<file path="config.mk">
export PLATFORM = sky130hd
export DESIGN_NAME = grid_cell_neighbor_enumerator
export DESIGN_NICKNAME = d
export VERILOG_FILES = /design/src/rtl/core/gcne_pkg.sv /design/src/rtl/core/gcne_front.sv /design/src/rtl/core/gcne_queue.sv /design/src/rtl/core/gcne_back.sv /design/src/rtl/core/grid_cell_neighbor_enumerator.sv
export SDC_FILE = /design/constraint.sdc
export NUM_CORES = 1
export LEC_CHECK = 0
export BUFFER_PORTS_ARGS = -buffer_cell sky130_fd_sc_hd__buf_2
export CAP_MARGIN = 0
export CORE_MARGIN = 2
export CORE_UTILIZATION = 54
export CTS_CLUSTER_DIAMETER = 60
export DETAILED_ROUTE_END_ITERATION = 10
export PLACE_DENSITY = 0.71
export SETUP_SLACK_MARGIN = 0.4
export SLEW_MARGIN = 10
export SYNTH_ARGS = -nofsm -noshare
export SYNTH_HDL_FRONTEND = slang
export SYNTH_HIERARCHICAL = 1
export SYNTH_SLANG_ARGS = --single-unit
</file>
<file path="constraint.sdc">
create_clock -name clk -period 8.3 [get_ports clk]
set_clock_uncertainty 0.15 [all_clocks]
set_input_delay 1.66 -clock clk [delete_from_list [all_inputs] [get_ports clk]]
set_output_delay 1.66 -clock clk [all_outputs]
set_load 0.05 [all_outputs]
</file>
<file path="src/rtl/core/gcne_pkg.sv">
// ----------------------------------------------------------------------------
// gcne_pkg
// Shared types, constants and helpers of the grid cell neighbor enumerator.
// ----------------------------------------------------------------------------
`default_nettype none

package gcne_pkg;

  localparam int MAX_CELLS = 256;
  localparam int RANK_W    = 8;
  localparam int DIM_W     = 9;
  localparam int SLOT_W    = 5;
  localparam int CFG_W     = 9;
  localparam int CFG_IDX_W = 2;
  localparam int TOTAL_W   = 3 * DIM_W;

  localparam logic [SLOT_W-1:0] LAST_SLOT = SLOT_W'(26);

  localparam logic [CFG_IDX_W-1:0] CFG_GRID_X   = 2'd0;
  localparam logic [CFG_IDX_W-1:0] CFG_GRID_Y   = 2'd1;
  localparam logic [CFG_IDX_W-1:0] CFG_GRID_Z   = 2'd2;
  localparam logic [CFG_IDX_W-1:0] CFG_PERIODIC = 2'd3;

  // index 0: offset -1, index 1: offset 0, index 2: offset +1
  typedef struct packed {
    logic [2:0]             ok;
    logic [2:0][RANK_W-1:0] c;
  } axis_nb_t;

  // one queued cell: per-axis neighbor rank terms and present bits
  typedef struct packed {
    logic                   valid;
    logic [2:0]             okx;
    logic [2:0]             oky;
    logic [2:0]             okz;
    logic [2:0][RANK_W-1:0] xc;
    logic [2:0][RANK_W-1:0] yc;
    logic [2:0][RANK_W-1:0] zc;
  } nb_entry_t;

  typedef enum logic [3:0] {
    F_IDLE = 4'b0001,
    F_DIV  = 4'b0010,
    F_MUL  = 4'b0100,
    F_PUSH = 4'b1000
  } front_state_t;

  function automatic logic [DIM_W-1:0] dim_of(input logic [DIM_W-1:0] g);
    return (g == '0) ? DIM_W'(1) : g;
  endfunction

  function automatic axis_nb_t move_axis(input logic [RANK_W-1:0] c,
                                         input logic [DIM_W-1:0] g,
                                         input logic wrap);
    axis_nb_t         r;
    logic [DIM_W-1:0] gm1;
    logic             at_hi;
    gm1   = g - DIM_W'(1);
    at_hi = ({1'b0, c} + DIM_W'(1)) >= g;
    r.c[1]  = c;
    r.ok[1] = 1'b1;
    if (c == '0) begin
      r.ok[0] = wrap;
      r.c[0]  = gm1[RANK_W-1:0];
    end else begin
      r.ok[0] = 1'b1;
      r.c[0]  = c - RANK_W'(1);
    end
    if (at_hi) begin
      r.ok[2] = wrap;
      r.c[2]  = '0;
    end else begin
      r.ok[2] = 1'b1;
      r.c[2]  = c + RANK_W'(1);
    end
    return r;
  endfunction

endpackage

`default_nettype wire

</file>
<file path="src/rtl/core/gcne_front.sv">
// ----------------------------------------------------------------------------
// gcne_front
// Holds the grid registers, takes cell requests, splits the rank into x/y/z
// with a two-bit-per-cycle divider and forms per-axis neighbor rank terms.
// ----------------------------------------------------------------------------
`default_nettype none

module gcne_front (
  input  wire logic                             clk,
  input  wire logic                             rst,
  input  wire logic                             cfg_wen,
  input  wire logic [gcne_pkg::CFG_IDX_W-1:0]   cfg_index,
  input  wire logic [gcne_pkg::CFG_W-1:0]       cfg_wdata,
  input  wire logic                             in_valid,
  output logic                                  in_ready,
  input  wire logic [gcne_pkg::RANK_W-1:0]      in_rank,
  output logic                                  push_valid,
  input  wire logic                             push_ready,
  output gcne_pkg::nb_entry_t                   push_data
);

  logic [gcne_pkg::DIM_W-1:0]   grid_x, grid_y, grid_z;
  logic [2:0]                   periodic;
  logic [gcne_pkg::DIM_W-1:0]   gx, gy, gz;

  logic                         hold_valid;
  logic [gcne_pkg::RANK_W-1:0]  hold_rank;

  gcne_pkg::front_state_t       state;
  logic [1:0]                   axis;
  logic [1:0]                   step;
  logic [2:0]                   mk;
  logic [gcne_pkg::RANK_W-1:0]  dvd, rem;
  logic [gcne_pkg::RANK_W-1:0]  px, py, pz;
  logic [2*gcne_pkg::DIM_W-1:0] plane;
  logic [gcne_pkg::TOTAL_W-1:0] total;
  logic [2:0][gcne_pkg::RANK_W-1:0] yc, zc;

  logic [gcne_pkg::DIM_W-1:0]   divisor;
  logic [gcne_pkg::DIM_W-1:0]   t1, t2, r1, r2;
  logic                         ge1, ge2;
  logic [gcne_pkg::RANK_W-1:0]  dvd1, dvd2;

  gcne_pkg::axis_nb_t           nbx, nby, nbz;
  logic [2:0]                   mk_z;
  logic [gcne_pkg::RANK_W-1:0]  mul_a, mul_b;
  logic [2*gcne_pkg::RANK_W-1:0] prod;

  assign gx = gcne_pkg::dim_of(grid_x);
  assign gy = gcne_pkg::dim_of(grid_y);
  assign gz = gcne_pkg::dim_of(grid_z);

  assign in_ready = !hold_valid;

  always_ff @(posedge clk) begin
    if (rst) begin
      grid_x   <= gcne_pkg::DIM_W'(1);
      grid_y   <= gcne_pkg::DIM_W'(1);
      grid_z   <= gcne_pkg::DIM_W'(1);
      periodic <= '0;
    end else if (cfg_wen) begin
      case (cfg_index)
        gcne_pkg::CFG_GRID_X:   grid_x   <= cfg_wdata;
        gcne_pkg::CFG_GRID_Y:   grid_y   <= cfg_wdata;
        gcne_pkg::CFG_GRID_Z:   grid_z   <= cfg_wdata;
        gcne_pkg::CFG_PERIODIC: periodic <= cfg_wdata[2:0];
        default: ;
      endcase
    end
  end

  // restoring divide, two quotient bits per cycle
  always_comb begin
    case (axis)
      2'd0:    divisor = gx;
      2'd1:    divisor = gy;
      default: divisor = gz;
    endcase
    t1   = {rem, dvd[7]};
    ge1  = t1 >= divisor;
    r1   = ge1 ? (t1 - divisor) : t1;
    dvd1 = {dvd[6:0], ge1};
    t2   = {r1[gcne_pkg::RANK_W-1:0], dvd1[7]};
    ge2  = t2 >= divisor;
    r2   = ge2 ? (t2 - divisor) : t2;
    dvd2 = {dvd1[6:0], ge2};
  end

  assign nbx  = gcne_pkg::move_axis(px, gx, periodic[0]);
  assign nby  = gcne_pkg::move_axis(py, gy, periodic[1]);
  assign nbz  = gcne_pkg::move_axis(pz, gz, periodic[2]);
  assign mk_z = mk - 3'd3;

  always_comb begin
    if (mk < 3'd3) begin
      mul_a = nby.c[mk[1:0]];
      mul_b = gx[gcne_pkg::RANK_W-1:0];
    end else begin
      mul_a = nbz.c[mk_z[1:0]];
      mul_b = plane[gcne_pkg::RANK_W-1:0];
    end
    prod = mul_a * mul_b;
  end

  always_ff @(posedge clk) begin
    if (rst) begin
      hold_valid <= 1'b0;
      state      <= gcne_pkg::F_IDLE;
      axis       <= '0;
      step       <= '0;
      mk         <= '0;
    end else begin
      if (in_valid && in_ready) begin
        hold_valid <= 1'b1;
      end
      case (state)
        gcne_pkg::F_IDLE: begin
          if (hold_valid) begin
            hold_valid <= 1'b0;
            axis       <= '0;
            step       <= '0;
            state      <= gcne_pkg::F_DIV;
          end
        end
        gcne_pkg::F_DIV: begin
          step <= step + 2'd1;
          if (step == 2'd3) begin
            if (axis == 2'd2) begin
              mk    <= '0;
              state <= gcne_pkg::F_MUL;
            end else begin
              axis <= axis + 2'd1;
            end
          end
        end
        gcne_pkg::F_MUL: begin
          mk <= mk + 3'd1;
          if (mk == 3'd5) begin
            state <= gcne_pkg::F_PUSH;
          end
        end
        gcne_pkg::F_PUSH: begin
          if (push_ready) begin
            state <= gcne_pkg::F_IDLE;
          end
        end
        default: state <= gcne_pkg::F_IDLE;
      endcase
    end
  end

  always_ff @(posedge clk) begin
    if (in_valid && in_ready) begin
      hold_rank <= in_rank;
    end
    case (state)
      gcne_pkg::F_IDLE: begin
        dvd   <= hold_rank;
        rem   <= '0;
        plane <= gx * gy;
      end
      gcne_pkg::F_DIV: begin
        total <= plane * gz;
        if (step == 2'd3) begin
          dvd <= dvd2;
          rem <= '0;
          case (axis)
            2'd0:    px <= r2[gcne_pkg::RANK_W-1:0];
            2'd1:    py <= r2[gcne_pkg::RANK_W-1:0];
            default: pz <= r2[gcne_pkg::RANK_W-1:0];
          endcase
        end else begin
          dvd <= dvd2;
          rem <= r2[gcne_pkg::RANK_W-1:0];
        end
      end
      gcne_pkg::F_MUL: begin
        if (mk < 3'd3) begin
          yc[mk[1:0]] <= prod[gcne_pkg::RANK_W-1:0];
        end else begin
          zc[mk_z[1:0]] <= prod[gcne_pkg::RANK_W-1:0];
        end
      end
      default: ;
    endcase
  end

  assign push_valid = (state == gcne_pkg::F_PUSH);

  always_comb begin
    push_data.valid = total <= gcne_pkg::TOTAL_W'(gcne_pkg::MAX_CELLS);
    push_data.okx   = nbx.ok;
    push_data.oky   = nby.ok;
    push_data.okz   = nbz.ok;
    push_data.xc    = nbx.c;
    push_data.yc    = yc;
    push_data.zc    = zc;
  end

endmodule

`default_nettype wire

</file>
<file path="src/rtl/core/gcne_queue.sv">
// ----------------------------------------------------------------------------
// gcne_queue
// Two-entry queue of classified cells between front and back.
// ----------------------------------------------------------------------------
`default_nettype none

module gcne_queue (
  input  wire logic                 clk,
  input  wire logic                 rst,
  input  wire logic                 push_valid,
  output logic                      push_ready,
  input  wire gcne_pkg::nb_entry_t  push_data,
  output logic                      pop_valid,
  input  wire logic                 pop_ready,
  output gcne_pkg::nb_entry_t       pop_data
);

  gcne_pkg::nb_entry_t mem [2];
  logic       wr_ptr, rd_ptr;
  logic [1:0] count;
  logic       do_push, do_pop;

  assign push_ready = (count != 2'd2);
  assign pop_valid  = (count != 2'd0);
  assign pop_data   = mem[rd_ptr];
  assign do_push    = push_valid && push_ready;
  assign do_pop     = pop_valid && pop_ready;

  always_ff @(posedge clk) begin
    if (rst) begin
      wr_ptr <= 1'b0;
      rd_ptr <= 1'b0;
      count  <= '0;
    end else begin
      if (do_push) begin
        wr_ptr <= !wr_ptr;
      end
      if (do_pop) begin
        rd_ptr <= !rd_ptr;
      end
      case ({do_push, do_pop})
        2'b10:   count <= count + 2'd1;
        2'b01:   count <= count - 2'd1;
        default: ;
      endcase
    end
  end

  always_ff @(posedge clk) begin
    if (do_push) begin
      mem[wr_ptr] <= push_data;
    end
  end

endmodule

`default_nettype wire

</file>
<file path="src/rtl/core/gcne_back.sv">
// ----------------------------------------------------------------------------
// gcne_back
// Walks the 27 offsets of the queued cell, one per cycle while the output
// is not stalled, into an output register.
// ----------------------------------------------------------------------------
`default_nettype none

module gcne_back (
  input  wire logic                          clk,
  input  wire logic                          rst,
  input  wire logic                          pop_valid,
  output logic                               pop_ready,
  input  wire gcne_pkg::nb_entry_t           pop_data,
  output logic                               out_valid,
  input  wire logic                          out_ready,
  output logic [gcne_pkg::SLOT_W-1:0]        out_slot,
  output logic [gcne_pkg::RANK_W-1:0]        out_rank,
  output logic                               out_present,
  output logic                               out_last
);

  logic [1:0]                  ix, iy, iz;
  logic [gcne_pkg::SLOT_W-1:0] slot;
  logic                        adv, ok, at_last;
  logic [gcne_pkg::RANK_W-1:0] rank;

  assign adv     = pop_valid && (!out_valid || out_ready);
  assign at_last = (slot == gcne_pkg::LAST_SLOT);
  assign pop_ready = adv && at_last;

  assign ok   = pop_data.valid && pop_data.okx[ix] && pop_data.oky[iy] && pop_data.okz[iz];
  assign rank = pop_data.xc[ix] + pop_data.yc[iy] + pop_data.zc[iz];

  always_ff @(posedge clk) begin
    if (rst) begin
      ix        <= '0;
      iy        <= '0;
      iz        <= '0;
      slot      <= '0;
      out_valid <= 1'b0;
    end else begin
      if (adv) begin
        out_valid <= 1'b1;
        if (at_last) begin
          slot <= '0;
        end else begin
          slot <= slot + gcne_pkg::SLOT_W'(1);
        end
        if (ix == 2'd2) begin
          ix <= '0;
          if (iy == 2'd2) begin
            iy <= '0;
            iz <= (iz == 2'd2) ? 2'd0 : iz + 2'd1;
          end else begin
            iy <= iy + 2'd1;
          end
        end else begin
          ix <= ix + 2'd1;
        end
      end else if (out_ready) begin
        out_valid <= 1'b0;
      end
    end
  end

  always_ff @(posedge clk) begin
    if (adv) begin
      out_slot    <= slot;
      out_rank    <= ok ? rank : '0;
      out_present <= ok;
      out_last    <= at_last;
    end
  end

endmodule

`default_nettype wire

</file>
<file path="src/rtl/core/grid_cell_neighbor_enumerator.sv">
// ----------------------------------------------------------------------------
// grid_cell_neighbor_enumerator
// Lists the 27 cells around a cell of a 3D grid, with per-axis wrap-around.
//
//   channel  dir  signals                      meaning
//   s_*      in   tvalid tready tdata[7:0]     cell request
//   m_*      out  tvalid tready tdata tuser    one neighbor, tlast on 27th
//   cfg_*    in   wen index[1:0] wdata[8:0]    grid_x grid_y grid_z periodic
//
// One request yields 27 results, one per cycle while the output is not
// stalled; the back end sets the request rate. The front end splits the
// rank with three divides, then forms the y and z terms with multiplies, and
// works on the next request while the back end emits. Reset is synchronous
// and leaves a 1x1x1 non-periodic grid. An output stall holds the back end;
// the queue and the input hold register let requests keep arriving meanwhile.
// ----------------------------------------------------------------------------
`default_nettype none

module grid_cell_neighbor_enumerator (
  input  wire logic                           clk,
  input  wire logic                           rst,
  input  wire logic                           cfg_wen,
  input  wire logic [gcne_pkg::CFG_IDX_W-1:0] cfg_index,
  input  wire logic [gcne_pkg::CFG_W-1:0]     cfg_wdata,
  input  wire logic                           s_tvalid,
  output logic                                s_tready,
  input  wire logic [7:0]                     s_tdata,   // [7:0] cell_rank
  output logic                                m_tvalid,
  input  wire logic                           m_tready,
  output logic [15:0]                         m_tdata,   // [4:0] slot, [12:5] neighbor_rank
  output logic                                m_tuser,   // [0] present
  output logic                                m_tlast
);

  logic                        push_valid, push_ready;
  logic                        pop_valid, pop_ready;
  gcne_pkg::nb_entry_t         push_data, pop_data;
  logic [gcne_pkg::SLOT_W-1:0] out_slot;
  logic [gcne_pkg::RANK_W-1:0] out_rank;

  gcne_front u_front (
    .clk        (clk),
    .rst        (rst),
    .cfg_wen    (cfg_wen),
    .cfg_index  (cfg_index),
    .cfg_wdata  (cfg_wdata),
    .in_valid   (s_tvalid),
    .in_ready   (s_tready),
    .in_rank    (s_tdata),
    .push_valid (push_valid),
    .push_ready (push_ready),
    .push_data  (push_data)
  );

  gcne_queue u_queue (
    .clk        (clk),
    .rst        (rst),
    .push_valid (push_valid),
    .push_ready (push_ready),
    .push_data  (push_data),
    .pop_valid  (pop_valid),
    .pop_ready  (pop_ready),
    .pop_data   (pop_data)
  );

  gcne_back u_back (
    .clk         (clk),
    .rst         (rst),
    .pop_valid   (pop_valid),
    .pop_ready   (pop_ready),
    .pop_data    (pop_data),
    .out_valid   (m_tvalid),
    .out_ready   (m_tready),
    .out_slot    (out_slot),
    .out_rank    (out_rank),
    .out_present (m_tuser),
    .out_last    (m_tlast)
  );

  assign m_tdata = {3'b000, out_rank, out_slot};

endmodule

`default_nettype wire

</file>
# Yosys cells after proc, flatten, opt, wreduce, memory -nomap -nowiden
# Memories as Yosys holds them, arrays and structs flattened. A register that Yosys moved wholly into a read port is not among the register bits.
# Index checks and enable logic that the tools add are counted.
dict set report op_classes {
  eq_ne 24
  n_bitwise 2
  addsub 26
  muxes 73
  n_lt_le_gt_ge 14
  reduce_logical 44
  n_mul 3
}
# cell count
set ops {}
lappend ops {{8-bit 2-to-1 mux} 18}
lappend ops {{8-bit binary-select mux with 2-bit select} 5}
lappend ops {{24-bit bitwise mux} 2}
lappend ops {{8-bit by 1-bit subtractor with 8-bit output (second input constant)} 6}
lappend ops {{9-bit >= comparator} 5}
lappend ops {{8-bit demux with 2-bit select} 2}
lappend ops {{8-bit one-hot mux with 2 select lines} 2}
lappend ops {{8-bit by 1-bit adder with 9-bit output (second input constant)} 3}
lappend ops {{27-bit by 9-bit <= comparator with 1-bit output (second input constant)} 1}
lappend ops {{9-bit zero test} 3}
lappend ops {{18-bit by 9-bit multiplier with 27-bit output} 1}
lappend ops {{9-bit 2-to-1 mux} 3}
lappend ops {{8-bit by 1-bit adder with 8-bit output (second input constant)} 3}
lappend ops {{8-bit zero test} 3}
lappend ops {{4-bit 2-to-1 mux} 5}
lappend ops {{9-bit by 9-bit multiplier with 18-bit output} 1}
lappend ops {{1-bit 2-to-1 mux} 18}
lappend ops {{9-bit one-hot mux with 2 select lines} 1}
lappend ops {{8-bit adder} 2}
lappend ops {{2-bit == test (second input constant)} 8}
lappend ops {{4-bit one-hot mux with 4 select lines} 1}
lappend ops {{2-bit AND reduction} 8}
lappend ops {{8-bit subtractor} 2}
lappend ops {{2-bit by 3-bit less-than comparator with 1-bit output (second input constant)} 5}
lappend ops {{other kinds (33)} 78}
dict set report totals {
  mem_count 1
  ff_bits 214
  mem_bits_rw 158
  out_inout_bits 20
  word_cells 222
  input_bits 24
}
# name words width rd rd_ports_with_merged_regs wr line_no
set mem_list {}
lappend mem_list {u_queue.mem 2 79 1 1 1 gcne_queue.sv:18} ;# gcne_pkg::nb_entry_t mem [2];

# Longest topological paths before layout
dict set report logic_depth {
  ltp_word 9
  mapped_depth 34
  depth_no_buf 33
}

# Hierarchy
# The synthesis kept the hierarchy.
# mod cells_per_inst area_each_um2 n_inst seq_area_each_um2
set by_module_without_submodules {}
lappend by_module_without_submodules {gcne_front 1891 17743.3 1 5074.9}
lappend by_module_without_submodules {gcne_queue 279 6115.9 1 5024.8}
lappend by_module_without_submodules {gcne_back 207 2011.9 1 690.7}
lappend by_module_without_submodules {grid_cell_neighbor_enumerator 4 26.3 1 0.0}

# Worst setup path before layout
# Ideal clock, no wire load.
dict set report synth_timing {
  path_kind {register to register}
  from {register u_front/grid_z[4] (netlist name)}
  to {register u_front.zc (netlist bit u_front/push_data[15]), data pin}
  setup_ps 208
  required_ps 7942
  path_stages_with_launch 31
  n_path_buf 1
  arrival_ps 6709
  setup_slack_ps 1233
  period_less_slack_ps 7067
  path_cell_list {dfxtp_1 > nor4_1 > a31o_2 > clkbuf_1 > ha_1 > nand2b_1 > a2111o_1 > a31oi_2 > nand2b_1 > mux2_2 > o22ai_1 > a21oi_1 > nor2_1 > nor2_1 > nand2b_1 > fa_1 > inv_1 > fa_1 > ha_1 > inv_1 > fa_1 > inv_1 > ha_1 > a21o_1 > a21oi_1 > xnor2_1 > xnor2_1 > xnor2_1 > xnor3_1 > xor2_1 > xnor2_1}
}
dict set report synth_between {
  elab_chain_cells 9
  elab_cells_between_ends 11
  cone_classes {1 x add/sub; 1 x mul; 1 x order compare; 7 x mux; 1 x reduce/logical}
}
# item line_no
set synth_rtl {}
lappend synth_rtl {{from (decl)} gcne_front.sv:22} ;# logic [gcne_pkg::DIM_W-1:0] grid_x, grid_y, grid_z;
lappend synth_rtl {{from (signal assigned)} gcne_front.sv:59} ;# grid_z <= gcne_pkg::DIM_W'(1);
lappend synth_rtl {{from (signal assigned)} gcne_front.sv:65} ;# gcne_pkg::CFG_GRID_Z: grid_z <= cfg_wdata;
lappend synth_rtl {{9-bit zero test} gcne_pkg.sv:49} ;# return (g == '0) ? DIM_W'(1) : g;
lappend synth_rtl {{9-bit 2-to-1 mux (*)} gcne_pkg.sv:49}
lappend synth_rtl {{8-bit by 1-bit subtractor with 8-bit output / 9-bit >= comparator (equally long branches)} {gcne_pkg.sv:58, gcne_pkg.sv:59}}
lappend synth_rtl {{8-bit 2-to-1 mux, on equally long branches} {gcne_pkg.sv:62, gcne_pkg.sv:69}}
lappend synth_rtl {{8-bit binary-select mux with 2-bit select (*)} gcne_front.sv:99} ;# mul_a = nbz.c[mk_z[1:0]];
lappend synth_rtl {{8-bit 2-to-1 mux (implied by the code) (*)} gcne_front.sv:99}
lappend synth_rtl {{8-bit 2-to-1 mux (*)} gcne_front.sv:95} ;# if (mk < 3'd3) begin
lappend synth_rtl {{8-bit by 8-bit multiplier with 8-bit output (*)} gcne_front.sv:102} ;# prod = mul_a * mul_b;
lappend synth_rtl {{net u_front.prod (one bit)} gcne_front.sv:47} ;# logic [2*gcne_pkg::RANK_W-1:0] prod;
lappend synth_rtl {{24-bit bitwise mux (*)} gcne_front.sv:181} ;# zc[mk_z[1:0]] <= prod[gcne_pkg::RANK_W-1:0];
lappend synth_rtl {{to (signal, indexed assignment)} gcne_front.sv:181}
lappend synth_rtl {{to (decl)} gcne_front.sv:37} ;# logic [2:0][gcne_pkg::RANK_W-1:0] yc, zc;
# The timed path passes the listed nets; every way through them passes the cells marked *. The select of a mux whose other input is x is not followed.
# A chain may end at the register's enable or synchronous reset.

# Worst setup path in the final report
dict set report layout_timing {
  from {register u_front/pz[0] (netlist name)}
  to {register u_front.yc (netlist bit u_front/push_data[31]), data pin}
}
dict set report layout_between {
  elab_chain_cells 8
  elab_cells_between_ends 12
  cone_classes {3 x add/sub; 1 x mul; 1 x order compare; 6 x mux; 1 x reduce/logical}
}
# item line_no
set layout_rtl {}
lappend layout_rtl {{from (decl)} gcne_front.sv:34} ;# logic [gcne_pkg::RANK_W-1:0] px, py, pz;
lappend layout_rtl {{from (signal assigned)} gcne_front.sv:170} ;# default: pz <= r2[gcne_pkg::RANK_W-1:0];
lappend layout_rtl {{8-bit by 1-bit adder with 9-bit output} gcne_pkg.sv:59} ;# at_hi = ({1'b0, c} + DIM_W'(1)) >= g;
lappend layout_rtl {{9-bit >= comparator} gcne_pkg.sv:59}
lappend layout_rtl {{8-bit 2-to-1 mux} gcne_pkg.sv:69} ;# if (at_hi) begin
lappend layout_rtl {{8-bit binary-select mux with 2-bit select (*)} gcne_front.sv:99}
lappend layout_rtl {{8-bit 2-to-1 mux (implied by the code) (*)} gcne_front.sv:99}
lappend layout_rtl {{8-bit 2-to-1 mux (*)} gcne_front.sv:95}
lappend layout_rtl {{8-bit by 8-bit multiplier with 8-bit output (*)} gcne_front.sv:102}
lappend layout_rtl {{net u_front.prod (one bit)} gcne_front.sv:47}
lappend layout_rtl {{24-bit bitwise mux (*)} gcne_front.sv:179} ;# yc[mk[1:0]] <= prod[gcne_pkg::RANK_W-1:0];
lappend layout_rtl {{to (signal, indexed assignment)} gcne_front.sv:179}
lappend layout_rtl {{to (decl)} gcne_front.sv:37}
# Marked as above.

==> results.json <==
{
  "period_needed_ns": 7.47,
  "synth-edff-count": 320,
  "cts_tree": "done",
  "cp-end-kind": "flip-flop",
  "internal-power_mw": 4.11,
  "vias": 17400,
  "grt_start_max_net_pins": 74,
  "ys_types": 88,
  "rsz0062_at_grt": "false",
  "crit_path_start_kind": "flip-flop",
  "cts_buffers": 42,
  "io_pins": 44,
  "min_from": "u_front/push_data[32]",
  "track_usage": 0.262,
  "clk_pin_slew_worst_paths_ns": 0.06,
  "hold_path_class": "flip-flop to flip-flop",
  "hold_path_depth": 0,
  "min_to": "u_queue/mem[0][32]",
  "r2r_end": "u_front/push_data[31]",
  "root_buffer": "clkbuf_16",
  "finalHoldViolCount": 0,
  "cts_hold_buffers": 0,
  "run_status": "complete, no violations",
  "yosysSeqAreaShare": 0.417,
  "ir_drop_v": 0.000274,
  "slew_headroom": 0.306,
  "drt_iter0_drc": 1257,
  "viasPerCell": 5.72,
  "core_area_um2": 47500,
  "path_class": "flip-flop to flip-flop",
  "reg2regPathDepth": 28,
  "clock_latency_ns": 0.58,
  "leakagePower_nw": 11.8,
  "finalCritPeriodShare": 0.900,
  "die_area_um2": 49700,
  "numPortBuffers": 40,
  "switching_share": 0.360,
  "clock_power_share": 0.286,
  "syn-cell-area_um2": 25900,
  "cts.sinks": 379,
  "timing.fmax_mhz": 134,
  "place_congestion": 0.895,
  "power_mw": 6.42,
  "syn_avg_cell_area_um2": 10.9,
  "ys_ff_latch": 379,
  "fillCellCount": 3871,
  "crit_slowest_cell": "fa_1",
  "pwr-share-seq": 0.398,
  "initial_utilization": 0.545,
  "async_flop_share": 0,
  "h-tree-depth": 2,
  "wl_um": 63200,
  "switchingPower_mw": 2.31,
  "placed_area_um2": 26700,
  "netlist_instances": 2381,
  "fin_nets": 2777,
  "layout-drive-gt1-share": 0.113,
  "slew_violations": 0,
  "slowest_delay_ns": 0.54,
  "p_per_area_nw_per_um2": 229,
  "antenna_found_initial": 0,
  "dp_cells": 2959,
  "yosys_warnings": 6,
  "route.detailed.drc": 0,
  "antenna_left": 0,
  "reg2reg_slack_ns": 0.83,
  "combPwrFrac": 0.316,
  "area_growth_pct": 8.56,
  "finalSetupViolCount": 0,
  "first_pass_iters": 5,
  "crit_required_ns": 8.45,
  "die_y_um": 223,
  "cp.arrival_ns": 7.62,
  "worst_pin_slew_ns": 1.04,
  "rr_startpoint": "u_front/pz[0]",
  "crit_fanout": 9,
  "layoutNonFillerInstCount": 3046,
  "postLayoutCellArea_um2": 28100,
  "grt_pass1_wl_um": 100000,
  "clock_path_buffers": 3,
  "setup_tns_ns": 0,
  "routedWlPerCell_um": 20.8,
  "maxCapViolations": 0,
  "grt_overflow_total": 0,
  "dp_hpwl_um": 47000,
  "grt_pass1_vias": 18100,
  "row_count": 80,
  "die_x_um": 223,
  "synthFlopType": "edfxtp_1"
}
-- how the worst max path moves through the flow --
stage | cells past startpoint | endpoint | start
2_1_floorplan | 30 | u_front/push_data[15] | u_front/grid_z[4]
3_3_place_gp | 33 | u_front/push_data[23] | u_front/pz[2]
3_5_place_dp | 33 | u_front/push_data[15] | u_front/pz[2]
4_1_cts | 33 | u_front/push_data[23] | u_front/pz[2]
5_1_grt | 30 | u_front/push_data[23] | u_front/py[0]
6_report | 28 | u_front/push_data[31] | u_front/pz[0]
-- Yosys cell counts, types with 4 or more instances --
cell / number / area, um2
a22o_1: 9 / 78.8
xor2_1: 34 / 298
nand2_1: 292 / 1100
nand3_1: 30 / 150
buf_4: 12 / 90.1
nor2_1: 177 / 664
nand4_1: 9 / 56.3
a211o_1: 5 / 43.8
or2_2: 7 / 43.8
xnor2_1: 63 / 552
edfxtp_1: 320 / 9610
dfxtp_1: 59 / 1180
inv_1: 262 / 983
a21oi_1: 103 / 515
a21o_1: 27 / 203
or4_1: 5 / 37.5
or3_1: 8 / 50.1
and2_1: 44 / 275
nor3_1: 30 / 150
and3_1: 23 / 144
nor2b_1: 24 / 150
a21boi_0: 4 / 30.0
clkinv_1: 4 / 15.0
o21ai_0: 42 / 210
a31oi_1: 12 / 75.1
mux2_2: 91 / 1020
clkbuf_1: 79 / 297
mux2i_1: 49 / 490
o21bai_1: 6 / 45.0
a211oi_1: 16 / 120
buf_2: 23 / 115
nand2b_1: 29 / 181
a31o_2: 4 / 35.0
o21ai_1: 20 / 100
nor4_1: 12 / 75.1
fa_1: 185 / 3700
nand3b_1: 5 / 37.5
ha_1: 172 / 2150
o21a_1: 8 / 60.1
-- per-layer routing --
| layer | vias up | track usage | part of all wire |
|---|---|---|---|
| met3 | 125 | 0.0340 | 0.056 |
| li1 | 8110 | - | - |
| met2 | 534 | 0.451 | 0.50 |
| met4 | 0 | 0.107 | 0.037 |
| met1 | 8657 | 0.338 | 0.41 |
| met5 | - | 0 | 0 |
-- cells in the final DEF (no fill, tap or decap), types with 6 or more instances in the layout --
master | netlist | layout
fa_1 | 185 | 185
xor2_1 | 34 | 34
buf_2 | 23 | 40
o21ai_1 | 20 | 20
conb_1 | 2 | 6
o21ai_0 | 42 | 42
mux2_2 | 91 | 91
nor2_1 | 177 | 177
a31oi_1 | 12 | 12
a22o_1 | 9 | 9
and3_1 | 23 | 22
nor3_1 | 30 | 29
clkbuf_16 | 0 | 42
xnor2_1 | 63 | 62
o21bai_1 | 6 | 6
nand2b_1 | 29 | 29
nand2_1 | 292 | 292
or2_2 | 7 | 7
edfxtp_1 | 320 | 320
buf_4 | 12 | 44
or3_1 | 8 | 8
clkbuf_8 | 0 | 6
o21a_1 | 8 | 8
nand3_1 | 30 | 30
dfxtp_1 | 59 | 58
mux2i_1 | 49 | 49
clkbuf_1 | 79 | 15
and2_1 | 44 | 44
ha_1 | 172 | 172
nor2b_1 | 24 | 24
nor4_1 | 12 | 12
inv_1 | 262 | 261
nand4_1 | 9 | 9
a21oi_1 | 103 | 103
a21o_1 | 27 | 27
a211oi_1 | 16 | 16
-- worst max-delay path: cells and delay by family (launching register included) --
family          cells  cell delay [ns]
fa+ha+maj           7             2.52
simple gates        6             1.73
xor+xnor            7             1.43
compound gates      4             0.70
flops               1             0.41
buf+inv             4             0.23
-- logic make-up after synthesis --
| kind of cell | count (synthesis) | share of synthesized area |
|---|---|---|
| AO/OA/AOI/OAI | 306 | 0.0776 |
| XOR/XNOR | 99 | 0.0343 |
| adder cells (fa/ha/maj) | 357 | 0.226 |
| buffers and inverters | 385 | 0.0589 |
| flip-flops | 379 | 0.417 |
| multiplexers | 140 | 0.0585 |
| other | 2 | 0.000290 |
| AND/OR/NAND/NOR | 713 | 0.128 |
-- timing repair --
action | in CTS | in global routing
gates resized for setup | 0 | 4
endpoints found under the setup margin | 0 | 6
buffers inserted | 0 | 8
-- power groups by stage --
stage	Combinational (mW)	Clock [mW]	Sequential [mW]
after floorplan	1.40	0	2.42
final	2.03	1.84	2.56
after global routing	2.20	1.95	2.57
after global placement	1.98	0	2.59
after CTS	2.02	1.87	2.55
after detailed placement	2.01	0	2.59
-- state kept, by name, indices dropped and copies added, names as in the netlist, 3 cells and up, named ones only --
name	cells
u_back/out_slot	5
u_front/grid_y	9
u_front/grid_x	9
u_queue/mem	164
u_front/mk	3
u_back/slot	5
u_front/periodic	3
u_front/state	4
u_front/px	8
u_front/rem	8
u_front/hold_rank	8
u_front/total	27
u_front/plane	18
u_front/py	8
u_back/out_rank	8
u_front/dvd	8
u_front/grid_z	9
u_front/push_data	48
u_front/pz	8
-- cell type report --
type / instances / area [um2] / share of cell area
multi-input combinational: 1621 / 13600 / 0.485
sequential: 379 / 10800 / 0.384
clock buffer: 63 / 1190 / 0.0423
inverter: 268 / 1010 / 0.0358
tap: 615 / 769 / 0.0274
timing repair buffer: 84 / 531 / 0.0189
clock inverter: 15 / 195 / 0.00694
antenna: 1 / 2.50 / 0.0000890
-- stage by stage --
stage | hold WS [ns] | util | worst slack, ns
floorplan | 0.271 | - | 1.23
global placement | 0.272 | 0.561 | 0.680
detailed placement | 0.280 | 0.561 | 0.472
CTS | 0.293 | 0.590 | 0.430
global route | 0.296 | 0.591 | 0.400
finish | 0.289 | 0.591 | 0.830
(Power assumes the default switching activity.)
